`config.mk`:
```
export PLATFORM = sky130hd
export DESIGN_NAME = url_origin_form_tokenizer_unit
export DESIGN_NICKNAME = d
export VERILOG_FILES = /design/src/sv/uoft_pkg.sv /design/src/sv/uoft_front.sv /design/src/sv/uoft_queue.sv /design/src/sv/uoft_back.sv /design/src/sv/url_origin_form_tokenizer_unit.sv
export SDC_FILE = /design/constraint.sdc
export NUM_CORES = 1
export LEC_CHECK = 0
export BUFFER_PORTS_ARGS = -buffer_cell sky130_fd_sc_hd__buf_2
export CAP_MARGIN = 25
export CORE_MARGIN = 10
export CORE_UTILIZATION = 45
export CTS_CLUSTER_DIAMETER = 30
export DETAILED_ROUTE_END_ITERATION = 10
export HOLD_SLACK_MARGIN = 0.06
export PLACE_DENSITY = 0.66
export SETUP_SLACK_MARGIN = 0.2
export SLEW_MARGIN = 20
export SYNTH_ARGS = -nofsm -noshare
export SYNTH_HDL_FRONTEND = slang
export SYNTH_SLANG_ARGS = --single-unit
export TNS_END_PERCENT = 50
```
`constraint.sdc`:
```
create_clock -name i_clk -period 20.1 [get_ports i_clk]
set_input_delay 1.005 -clock i_clk [delete_from_list [all_inputs] [get_ports i_clk]]
set_output_delay 1.005 -clock i_clk [all_outputs]
set_load 0.01 [all_outputs]
```
`src/sv/uoft_pkg.sv`:
```
package uoft_pkg;

    localparam int MaxRes  = 4;
    localparam int ResIdxW = $clog2(MaxRes);
    localparam int ResCntW = $clog2(MaxRes + 1);

    localparam logic [7:0] C_PCT   = 8'h25;
    localparam logic [7:0] C_QM    = 8'h3F;
    localparam logic [7:0] C_AMP   = 8'h26;
    localparam logic [7:0] C_EQ    = 8'h3D;
    localparam logic [7:0] C_SLASH = 8'h2F;
    localparam logic [4:0] HEX_BAD = 5'd16;

    localparam logic [11:0] CNT_MAX = 12'd4095;

    localparam logic [1:0] KIND_PATH  = 2'd0;
    localparam logic [1:0] KIND_KEY   = 2'd1;
    localparam logic [1:0] KIND_VALUE = 2'd2;

    localparam logic [1:0] ST_OK         = 2'd0;
    localparam logic [1:0] ST_NOT_ORIGIN = 2'd1;
    localparam logic [1:0] ST_PATH_LONG  = 2'd2;
    localparam logic [1:0] ST_QUERY_LONG = 2'd3;

    localparam logic [1:0] CFG_MAX_PATH  = 2'd0;
    localparam logic [1:0] CFG_MAX_QUERY = 2'd1;
    localparam logic [1:0] CFG_MAX_PAIRS = 2'd2;

    localparam logic [11:0] CFG_RST_PATH  = 12'd511;
    localparam logic [11:0] CFG_RST_QUERY = 12'd1023;
    localparam logic [5:0]  CFG_RST_PAIRS = 6'd32;

    typedef struct packed {
        logic [7:0] in_byte;
        logic       in_last;
    } t_in_beat;

    typedef struct packed {
        logic [7:0] out_byte;
        logic       has_byte;
        logic [1:0] field_kind;
        logic       field_end;
        logic       url_end;
        logic [1:0] status;
    } t_res_beat;

    typedef struct packed {
        logic        valid;
        logic [1:0]  index;
        logic [11:0] data;
    } t_cfg_wr;

    typedef struct packed {
        logic [7:0] tok_byte;
        logic       has;
        logic [1:0] kind;
        logic       fend;
    } t_tok;

    typedef struct packed {
        t_tok [MaxRes-1:0]  toks;
        logic [ResIdxW-1:0] last_idx;
        logic               url_end;
        logic [1:0]         status;
    } t_bundle;

endpackage

```
`src/sv/uoft_front.sv`:
```
module uoft_front import uoft_pkg::*; (
    input  logic     i_clk,
    input  logic     i_rst_n,
    input  logic     i_push,
    input  t_in_beat i_in,
    input  logic     i_q_full,
    input  t_cfg_wr  i_cfg,
    output logic     o_q_push,
    output t_bundle  o_bundle
);

    typedef enum logic [5:0] {
        PH_START = 6'b000001,
        PH_PATH  = 6'b000010,
        PH_KEY   = 6'b000100,
        PH_VALUE = 6'b001000,
        PH_DROP  = 6'b010000,
        PH_ERR   = 6'b100000
    } t_phase;

    typedef struct packed {
        t_tok [MaxRes-1:0]  toks;
        logic [ResCntW-1:0] n;
        logic [1:0]         pc;
        logic [7:0]         pb;
    } t_work;

    function automatic logic [4:0] f_hex(logic [7:0] b);
        logic [4:0] h;
        h = HEX_BAD;
        if (b inside {[8'h30:8'h39]}) begin
            h = {1'b0, b[3:0]};
        end else if (b inside {[8'h41:8'h46], [8'h61:8'h66]}) begin
            h = {1'b0, b[3:0] + 4'd9};
        end
        return h;
    endfunction

    function automatic t_work f_emit(t_work w, logic [1:0] kind, logic [7:0] byt);
        t_work r;
        r = w;
        if (r.n < ResCntW'(MaxRes)) begin
            r.toks[r.n[ResIdxW-1:0]] = '{tok_byte: byt, has: 1'b1, kind: kind, fend: 1'b0};
            r.n = r.n + ResCntW'(1);
        end
        return r;
    endfunction

    function automatic t_work f_end(t_work w, logic [1:0] kind);
        t_work              r;
        logic [ResIdxW-1:0] li;
        r  = w;
        li = ResIdxW'(r.n - ResCntW'(1));
        if (r.n != '0 && r.toks[li].has && r.toks[li].kind == kind && !r.toks[li].fend) begin
            r.toks[li].fend = 1'b1;
        end else if (r.n < ResCntW'(MaxRes)) begin
            r.toks[r.n[ResIdxW-1:0]] = '{tok_byte: 8'h00, has: 1'b0, kind: kind, fend: 1'b1};
            r.n = r.n + ResCntW'(1);
        end
        return r;
    endfunction

    function automatic t_work f_flush(t_work w, logic [1:0] kind);
        t_work r;
        r = w;
        if (r.pc >= 2'd1) r = f_emit(r, kind, C_PCT);
        if (r.pc >= 2'd2) r = f_emit(r, kind, r.pb);
        r.pc = 2'd0;
        return r;
    endfunction

    function automatic t_work f_feed(t_work w, logic [1:0] kind, logic [7:0] b);
        t_work      r;
        logic [4:0] h;
        logic [4:0] hp;
        logic       done;
        r    = w;
        h    = f_hex(b);
        hp   = f_hex(w.pb);
        done = 1'b0;
        if (r.pc == 2'd1) begin
            if (!h[4]) begin
                r.pb = b;
                r.pc = 2'd2;
                done = 1'b1;
            end else begin
                r = f_flush(r, kind);
            end
        end else if (r.pc >= 2'd2) begin
            if (!h[4]) begin
                r    = f_emit(r, kind, {hp[3:0], h[3:0]});
                r.pc = 2'd0;
                done = 1'b1;
            end else begin
                r = f_flush(r, kind);
            end
        end
        if (!done) begin
            if (b == C_PCT) begin
                r.pc = 2'd1;
            end else begin
                r = f_emit(r, kind, b);
            end
        end
        return r;
    endfunction

    logic [11:0] r_max_path;
    logic [11:0] r_max_query;
    logic [5:0]  r_max_pairs;

    t_phase      r_phase, n_phase;
    logic [1:0]  r_pc;
    logic [7:0]  r_pb;
    logic [11:0] r_path, n_path;
    logic [11:0] r_query, n_query;
    logic [5:0]  r_pairs, n_pairs;
    logic        r_nonempty, n_nonempty;
    logic [1:0]  r_err, n_err;

    t_work       v;
    logic        accept;
    logic [7:0]  b;
    logic [11:0] q_inc;

    assign accept = i_push && !i_q_full;
    assign b      = i_in.in_byte;
    assign q_inc  = (r_query != CNT_MAX) ? r_query + 12'd1 : r_query;

    always_comb begin
        v.toks     = '0;
        v.n        = '0;
        v.pc       = r_pc;
        v.pb       = r_pb;
        n_phase    = r_phase;
        n_path     = r_path;
        n_query    = r_query;
        n_pairs    = r_pairs;
        n_nonempty = r_nonempty;
        n_err      = r_err;
        case (r_phase)
            PH_START: begin
                if (b != C_SLASH) begin
                    n_err   = ST_NOT_ORIGIN;
                    n_phase = PH_ERR;
                end else begin
                    n_path  = 12'd1;
                    n_phase = PH_PATH;
                    v       = f_feed(v, KIND_PATH, b);
                end
            end
            PH_PATH: begin
                if (b == C_QM) begin
                    if (r_path > r_max_path) begin
                        n_err   = ST_PATH_LONG;
                        n_phase = PH_ERR;
                    end else begin
                        v          = f_flush(v, KIND_PATH);
                        v          = f_end(v, KIND_PATH);
                        n_phase    = PH_KEY;
                        n_nonempty = 1'b0;
                    end
                end else begin
                    if (r_path != CNT_MAX) n_path = r_path + 12'd1;
                    v = f_feed(v, KIND_PATH, b);
                end
            end
            PH_KEY, PH_VALUE, PH_DROP: begin
                n_query = q_inc;
                if (q_inc > r_max_query) begin
                    n_err   = ST_QUERY_LONG;
                    n_phase = PH_ERR;
                    v.pc    = 2'd0;
                end else if (r_phase == PH_KEY) begin
                    if (!r_nonempty && b == C_AMP) begin
                        n_nonempty = 1'b0;
                    end else if (!r_nonempty && r_pairs >= r_max_pairs) begin
                        n_phase = PH_DROP;
                    end else begin
                        if (!r_nonempty) begin
                            n_pairs    = r_pairs + 6'd1;
                            n_nonempty = 1'b1;
                        end
                        if (b == C_AMP) begin
                            v          = f_flush(v, KIND_KEY);
                            v          = f_end(v, KIND_KEY);
                            v          = f_end(v, KIND_VALUE);
                            n_nonempty = 1'b0;
                        end else if (b == C_EQ) begin
                            v       = f_flush(v, KIND_KEY);
                            v       = f_end(v, KIND_KEY);
                            n_phase = PH_VALUE;
                        end else begin
                            v = f_feed(v, KIND_KEY, b);
                        end
                    end
                end else if (r_phase == PH_VALUE) begin
                    if (b == C_AMP) begin
                        v          = f_flush(v, KIND_VALUE);
                        v          = f_end(v, KIND_VALUE);
                        n_phase    = PH_KEY;
                        n_nonempty = 1'b0;
                    end else begin
                        v = f_feed(v, KIND_VALUE, b);
                    end
                end
            end
            default: begin
                n_phase = r_phase;
            end
        endcase

        if (i_in.in_last) begin
            if (n_phase == PH_PATH) begin
                v = f_flush(v, KIND_PATH);
                v = f_end(v, KIND_PATH);
            end else if (n_phase == PH_KEY && n_nonempty) begin
                v = f_flush(v, KIND_KEY);
                v = f_end(v, KIND_KEY);
                v = f_end(v, KIND_VALUE);
            end else if (n_phase == PH_VALUE) begin
                v = f_flush(v, KIND_VALUE);
                v = f_end(v, KIND_VALUE);
            end
            if (v.n == '0) v.n = ResCntW'(1);
        end
    end

    assign o_q_push          = accept && (v.n != '0);
    assign o_bundle.toks     = v.toks;
    assign o_bundle.last_idx = ResIdxW'(v.n - ResCntW'(1));
    assign o_bundle.url_end  = i_in.in_last;
    assign o_bundle.status   = n_err;

    always_ff @(posedge i_clk) begin
        if (!i_rst_n) begin
            r_max_path  <= CFG_RST_PATH;
            r_max_query <= CFG_RST_QUERY;
            r_max_pairs <= CFG_RST_PAIRS;
        end else if (i_cfg.valid) begin
            case (i_cfg.index)
                CFG_MAX_PATH:  r_max_path  <= i_cfg.data;
                CFG_MAX_QUERY: r_max_query <= i_cfg.data;
                CFG_MAX_PAIRS: r_max_pairs <= i_cfg.data[5:0];
                default:       r_max_path  <= r_max_path;
            endcase
        end
    end

    always_ff @(posedge i_clk) begin
        if (!i_rst_n) begin
            r_phase    <= PH_START;
            r_pc       <= 2'd0;
            r_path     <= '0;
            r_query    <= '0;
            r_pairs    <= '0;
            r_nonempty <= 1'b0;
            r_err      <= ST_OK;
        end else if (accept) begin
            if (i_in.in_last) begin
                r_phase    <= PH_START;
                r_pc       <= 2'd0;
                r_path     <= '0;
                r_query    <= '0;
                r_pairs    <= '0;
                r_nonempty <= 1'b0;
                r_err      <= ST_OK;
            end else begin
                r_phase    <= n_phase;
                r_pc       <= v.pc;
                r_path     <= n_path;
                r_query    <= n_query;
                r_pairs    <= n_pairs;
                r_nonempty <= n_nonempty;
                r_err      <= n_err;
            end
        end
    end

    always_ff @(posedge i_clk) begin
        if (accept) begin
            r_pb <= v.pb;
        end
    end

    a_start_clean: assert property (@(posedge i_clk) disable iff (!i_rst_n)
        r_phase == PH_START |-> (r_pc == 2'd0 && r_err == ST_OK && r_pairs == '0))
        else $error("front: dirty state at start of URL");

    a_last_resets: assert property (@(posedge i_clk) disable iff (!i_rst_n)
        accept && i_in.in_last |=> r_phase == PH_START)
        else $error("front: phase not back to start after last beat");

endmodule

```
`src/sv/uoft_queue.sv`:
```
module uoft_queue import uoft_pkg::*; #(
    parameter int DEPTH = 4
) (
    input  logic    i_clk,
    input  logic    i_rst_n,
    input  logic    i_push,
    input  t_bundle i_data,
    output logic    o_full,
    input  logic    i_pop,
    output logic    o_valid,
    output t_bundle o_data
);

    localparam int PtrW = (DEPTH > 1) ? $clog2(DEPTH) : 1;
    localparam int CntW = $clog2(DEPTH + 1);

    t_bundle           r_mem [DEPTH];
    logic [PtrW-1:0]   r_wr;
    logic [PtrW-1:0]   r_rd;
    logic [CntW-1:0]   r_cnt;
    logic              push_ok;
    logic              pop_ok;

    assign o_full  = (r_cnt == CntW'(DEPTH));
    assign o_valid = (r_cnt != '0);
    assign o_data  = r_mem[r_rd];
    assign push_ok = i_push && !o_full;
    assign pop_ok  = i_pop && o_valid;

    always_ff @(posedge i_clk) begin
        if (push_ok) begin
            r_mem[r_wr] <= i_data;
        end
    end

    always_ff @(posedge i_clk) begin
        if (!i_rst_n) begin
            r_wr  <= '0;
            r_rd  <= '0;
            r_cnt <= '0;
        end else begin
            if (push_ok) begin
                r_wr <= (r_wr == PtrW'(DEPTH - 1)) ? '0 : r_wr + PtrW'(1);
            end
            if (pop_ok) begin
                r_rd <= (r_rd == PtrW'(DEPTH - 1)) ? '0 : r_rd + PtrW'(1);
            end
            case ({push_ok, pop_ok})
                2'b10:   r_cnt <= r_cnt + CntW'(1);
                2'b01:   r_cnt <= r_cnt - CntW'(1);
                default: r_cnt <= r_cnt;
            endcase
        end
    end

    a_no_push_full: assert property (@(posedge i_clk) disable iff (!i_rst_n)
        i_push |-> !o_full)
        else $error("queue: push while full");

endmodule

```
`src/sv/uoft_back.sv`:
```
module uoft_back import uoft_pkg::*; (
    input  logic      i_clk,
    input  logic      i_rst_n,
    input  logic      i_head_valid,
    input  t_bundle   i_head,
    output logic      o_head_pop,
    input  logic      i_pop,
    output logic      o_empty,
    output t_res_beat o_res
);

    logic               r_valid;
    logic [ResIdxW-1:0] r_idx;
    t_res_beat          r_res;
    logic               load;
    logic               at_last;
    t_tok               tok;

    assign load       = i_head_valid && (!r_valid || i_pop);
    assign at_last    = (r_idx == i_head.last_idx);
    assign tok        = i_head.toks[r_idx];
    assign o_head_pop = load && at_last;
    assign o_empty    = !r_valid;
    assign o_res      = r_res;

    always_ff @(posedge i_clk) begin
        if (!i_rst_n) begin
            r_valid <= 1'b0;
            r_idx   <= '0;
        end else begin
            if (load) begin
                r_valid <= 1'b1;
                r_idx   <= at_last ? '0 : r_idx + ResIdxW'(1);
            end else if (i_pop) begin
                r_valid <= 1'b0;
            end
        end
    end

    always_ff @(posedge i_clk) begin
        if (load) begin
            r_res.out_byte   <= tok.tok_byte;
            r_res.has_byte   <= tok.has;
            r_res.field_kind <= tok.kind;
            r_res.field_end  <= tok.fend;
            r_res.url_end    <= i_head.url_end && at_last;
            r_res.status     <= i_head.status;
        end
    end

    a_mid_bundle_held: assert property (@(posedge i_clk) disable iff (!i_rst_n)
        r_idx != '0 |-> i_head_valid)
        else $error("back: bundle left queue before all beats sent");

    a_idx_in_range: assert property (@(posedge i_clk) disable iff (!i_rst_n)
        i_head_valid |-> r_idx <= i_head.last_idx)
        else $error("back: beat index past end of bundle");

endmodule

```
`src/sv/url_origin_form_tokenizer_unit.sv`:
```
// Each result beat passes through the bundle queue and the output register to o_res.
// Throughput: one input beat per cycle while each beat yields at most one result
// and pop is held; a beat yielding k results (k up to 4) holds the single output
// register for k beats, the QUEUE_DEPTH-entry bundle queue absorbing the difference.
// Reset: synchronous, active low; clears URL state, empties queues, restores limits.
module url_origin_form_tokenizer_unit import uoft_pkg::*; #(
    parameter int QUEUE_DEPTH = 4
) (
    input  logic        i_clk,
    input  logic        i_rst_n,
    input  logic        push,
    input  t_in_beat    i_in,
    output logic        full,
    output logic        empty,
    input  logic        pop,
    output t_res_beat   o_res,
    input  logic        i_cfg_valid,
    output logic        o_cfg_ready,
    input  logic [1:0]  i_cfg_index,
    input  logic [11:0] i_cfg_data
);

    t_cfg_wr cfg;
    logic    q_push;
    t_bundle q_in;
    logic    q_valid;
    t_bundle q_head;
    logic    q_pop;
    logic    q_full;

    assign o_cfg_ready = 1'b1;
    assign cfg.valid   = i_cfg_valid;
    assign cfg.index   = i_cfg_index;
    assign cfg.data    = i_cfg_data;
    assign full        = q_full;

    uoft_front u_front (
        .i_clk    (i_clk),
        .i_rst_n  (i_rst_n),
        .i_push   (push),
        .i_in     (i_in),
        .i_q_full (q_full),
        .i_cfg    (cfg),
        .o_q_push (q_push),
        .o_bundle (q_in)
    );

    uoft_queue #(.DEPTH(QUEUE_DEPTH)) u_queue (
        .i_clk   (i_clk),
        .i_rst_n (i_rst_n),
        .i_push  (q_push),
        .i_data  (q_in),
        .o_full  (q_full),
        .i_pop   (q_pop),
        .o_valid (q_valid),
        .o_data  (q_head)
    );

    uoft_back u_back (
        .i_clk        (i_clk),
        .i_rst_n      (i_rst_n),
        .i_head_valid (q_valid),
        .i_head       (q_head),
        .o_head_pop   (q_pop),
        .i_pop        (pop),
        .o_empty      (empty),
        .o_res        (o_res)
    );

endmodule

```
==> insert_results.sql <==
INSERT INTO impl_metrics (metric_group, metric, value, unit) VALUES
('status', 'status', 'finished clean', ''),
('critical_path', 'start_kind', 'register', ''),
('timing', 'setup_tns', '0', 'ps'),
('critical_path', 'critPathRequiredTime', '20590', 'ps'),
('floorplan', 'initial_utilization', '0.4576', ''),
('clock_tree', 'cts.root.buffer_cell', 'sky130_fd_sc_hd__clkbuf_16', ''),
('power_and_ir_drop', 'power_leakage', '7.517', 'nW'),
('timing', 'unrepaired_setup_endpoints_after_global_routing', 'false', ''),
('timing', 'worst-slew-pin-transition', '1219', 'ps'),
('logic_synthesis', 'synth-edff-count', '235', ''),
('critical_path', 'critical-path-top-delay-family', 'compound AO/OA/AOI/OAI gates', ''),
('critical_path', 'reg2reg_depth', '45', ''),
('floorplan', 'fp.coreArea', '38920', 'um2'),
('grt', 'grt_first_pass_wirelength', '83.26', 'mm'),
('logic_synthesis', 'post_synthesis_instance_area', '17810', 'um2'),
('grt', 'leftover_overflow_at_the_end_of_global_routing', '0', ''),
('clock_tree', 'tritoncts_clock_tree', 'done', ''),
('floorplan', 'std_cell_rows', '72', ''),
('logic_synthesis', 'ys_seq_elements', '318', ''),
('final_layout', 'area_growth', '16.84', '%'),
('critical_path', 'worst_setup_path_end_kind', 'register', ''),
('detailed_routing', 'routed_wl', '54.46', 'mm'),
('timing', 'finalMaxSlewViolations', '0', ''),
('timing', 'maxClockFrequency', '81.93', 'MHz'),
('grt', 'grt_util_all_layers', '0.2246', ''),
('floorplan', 'die_y', '218.9', 'um'),
('logic_synthesis', 'netlist_instances', '1641', ''),
('power_and_ir_drop', 'vdd_drop_max', '0.06646', 'mV'),
('final_layout', 'nets', '1792', ''),
('grt', 'initial_antenna_violation_count', '2', ''),
('clock_tree', 'worst_setup_hold_path_clk_slew', '50', 'ps'),
('clock_tree', 'clock_insertion_delay_worst_skew', '600', 'ps'),
('logic_synthesis', 'mappedNetlistNets', '1741', ''),
('final_layout', 'top_library_cells_by_usage_in_the_layout_fill_and_taps_aside', 'sky130_fd_sc_hd__edfxtp_1 (235), sky130_fd_sc_hd__nand2_1 (169), sky130_fd_sc_hd__nor2_1 (133)', ''),
('logic_synthesis', 'async_flop_share', '0', ''),
('detailed_routing', 'detailroute.via_count', '14258', ''),
('critical_path', 'path_depth', '45', ''),
('placed_design', 'place_congestion', '1.005', ''),
('clock_tree', 'cts_made_buffers', '66', ''),
('placed_design', 'placement.cell_area', '18510', 'um2'),
('critical_path', 'worstSetupPathType', 'register to register', ''),
('detailed_routing', 'post-route-drc-count', '0', ''),
('timing', 'final_hold_fails', '0', ''),
('clock_tree', 'htree_num_levels', '3', ''),
('final_layout', 'final_common_cell', 'sky130_fd_sc_hd__edfxtp_1', ''),
('critical_path', 'crit_path_largest_cell_delay', '630', 'ps'),
('floorplan', 'fp.dieArea', '47930', 'um2'),
('logic_synthesis', 'ys_types', '96', ''),
('clock_tree', 'cts_max_path_buffers', '3', ''),
('clock_tree', 'clock_sink_count', '318', ''),
('final_layout', 'final_layout_size_suffix_gt1_frac', '0.1662', ''),
('timing', 'min_period_over_period', '0.6073', ''),
('grt', 'first_global_vias', '13746', ''),
('placed_design', 'hpwlAfterDp', '36.93', 'mm'),
('floorplan', 'dieWidth', '218.9', 'um'),
('worst_hold_path', 'hold_path_depth', '2', ''),
('logic_synthesis', 'synth_flop_cell', 'sky130_fd_sc_hd__edfxtp_1', ''),
('critical_path', 'crit_buf_inv', '6', ''),
('critical_path', 'critPathArrivalTime', '12690', 'ps'),
('final_layout', 'final_cell_area', '20810', 'um2'),
('detailed_routing', 'antenna_violating_nets_post_route', '0', ''),
('grt', 'largest_net_degree_at_the_start_of_global_routing', '70', ''),
('floorplan', 'top_level_ports', '46', ''),
('logic_synthesis', 'synthesis.yosys.warnings', '0', ''),
('worst_hold_path', 'min_path_type', 'register to register', ''),
('placed_design', 'portBuffers', '44', ''),
('timing', 'maxSlewHeadroom', '0.1849', ''),
('detailed_routing', 'firstDrtPassIters', '7', ''),
('logic_synthesis', 'synth_sequential_area_ratio', '0.4896', ''),
('run', 'cap_viol_max_count', '0', ''),
('detailed_routing', 'avgViaCountPerCell', '6.298', '');
-- report_power, final --
part / internal (W) / total, W / switching (W) / leakage [nW]
clock network: 0.000718 / 0.00109 / 0.000374 / 1.10
registers: 0.000765 / 0.000800 / 0.0000350 / 2.89
logic: 0.000121 / 0.000276 / 0.000155 / 3.53
-- through the flow --
stage          setup slack, ps    util  hold slack (ps)  std cells
2_1_floorplan             9901       -            443.5       1641
3_3_place_gp              8187  0.4752            458.3       2138
3_5_place_dp              7682  0.4756            462.3       2139
4_1_cts                   8104  0.5337            470.7       2260
5_1_grt                   6791  0.5347            489.9       2264
6_report                  7894  0.5347            470.7       2264
-- cells in the mapped netlist, types with 9 or more instances --
| master | instances |
|---|---|
| sky130_fd_sc_hd__o22ai_1 | 11 |
| sky130_fd_sc_hd__buf_2 | 13 |
| sky130_fd_sc_hd__mux4_2 | 67 |
| sky130_fd_sc_hd__a31oi_1 | 18 |
| sky130_fd_sc_hd__a211oi_1 | 16 |
| sky130_fd_sc_hd__dfxtp_1 | 83 |
| sky130_fd_sc_hd__nor2b_1 | 33 |
| sky130_fd_sc_hd__clkbuf_1 | 61 |
| sky130_fd_sc_hd__inv_1 | 76 |
| sky130_fd_sc_hd__a21oi_1 | 106 |
| sky130_fd_sc_hd__and3_1 | 17 |
| sky130_fd_sc_hd__a221oi_1 | 9 |
| sky130_fd_sc_hd__xor2_1 | 15 |
| sky130_fd_sc_hd__nand3_1 | 46 |
| sky130_fd_sc_hd__ha_1 | 71 |
| sky130_fd_sc_hd__or3_1 | 10 |
| sky130_fd_sc_hd__edfxtp_1 | 235 |
| sky130_fd_sc_hd__o21a_1 | 14 |
| sky130_fd_sc_hd__o21ai_0 | 89 |
| sky130_fd_sc_hd__o211ai_1 | 33 |
| sky130_fd_sc_hd__nand2_1 | 169 |
| sky130_fd_sc_hd__a21boi_0 | 15 |
| sky130_fd_sc_hd__and2_1 | 21 |
| sky130_fd_sc_hd__nor2_1 | 133 |
| sky130_fd_sc_hd__a21o_1 | 15 |
| sky130_fd_sc_hd__a22oi_1 | 42 |
| sky130_fd_sc_hd__nand4_1 | 15 |
| sky130_fd_sc_hd__xnor2_1 | 16 |
| sky130_fd_sc_hd__nor3_1 | 20 |
-- worst register-to-register path: cells and delay by family (launching register included) --
kind | cells | cell delay (ps)
buf+inv | 6 | 880
fa+ha+maj | 7 | 2170
simple gates | 13 | 2930
compound gates | 15 | 4680
mux | 2 | 780
xor+xnor | 2 | 320
flops | 1 | 390
-- logic make-up (layout without fill, tap and decap cells) --
kind of cell	after synthesis	in the layout	share of synthesized area
AO/OA/AOI/OAI	470	470	0.1789
XOR/XNOR	31	31	0.01525
adder cells (fa/ha/maj)	72	72	0.05101
buffers and inverters	164	268	0.03653
flip-flops	318	318	0.4896
multiplexers	79	79	0.09190
other	1	2	0.0002106
AND/OR/NAND/NOR	506	506	0.1367
-- flip-flops by register name, summed over array words and instances (netlist names), 3 cells and up, named ones only --
name	cells
u_back.o_res	15
u_front.r_pb	8
u_front.r_phase	6
u_queue.r_cnt	3
u_front.r_max_query	12
u_front.r_pairs	6
u_front.r_max_path	12
u_front.r_max_pairs	6
u_queue.r_mem	212
u_front.r_query	12
u_front.r_path	12
-- path summary, 6_finish.rpt --
| path | startpoint | to | slack [ps] |
|---|---|---|---|
| setup / recovery | u_front.r_query[3] | u_queue.r_cnt[2] | 7890 |
| hold / removal | u_front.r_max_path[10] | u_front.r_max_path[10] | 470 |
| setup reg to reg | u_front.r_query[3] | u_queue.r_cnt[2] | 7890 |
| hold reg to reg | u_front.r_max_path[10] | u_front.r_max_path[10] | 470 |
-- per-layer routing --
layer / track usage / wire (um) / vias up
li1: - / - / 6383
met1: 0.2898 / 22290 / 6997
met2: 0.3556 / 25320 / 748
met3: 0.05777 / 4873 / 128
met4: 0.08872 / 1969 / 2
met5: 0 / 9 / -
-- cell type report --
class / count / area, um2
fill: 3317 / 18110
sequential: 318 / 8723
timing repair buffer: 68 / 406.6
tap: 518 / 648.1
clock inverter: 44 / 486.7
inverter: 79 / 296.5
multi-input combinational: 1159 / 8468
clock buffer: 77 / 1775
antenna: 1 / 2.502
Power figures use the tool's default switching activity.
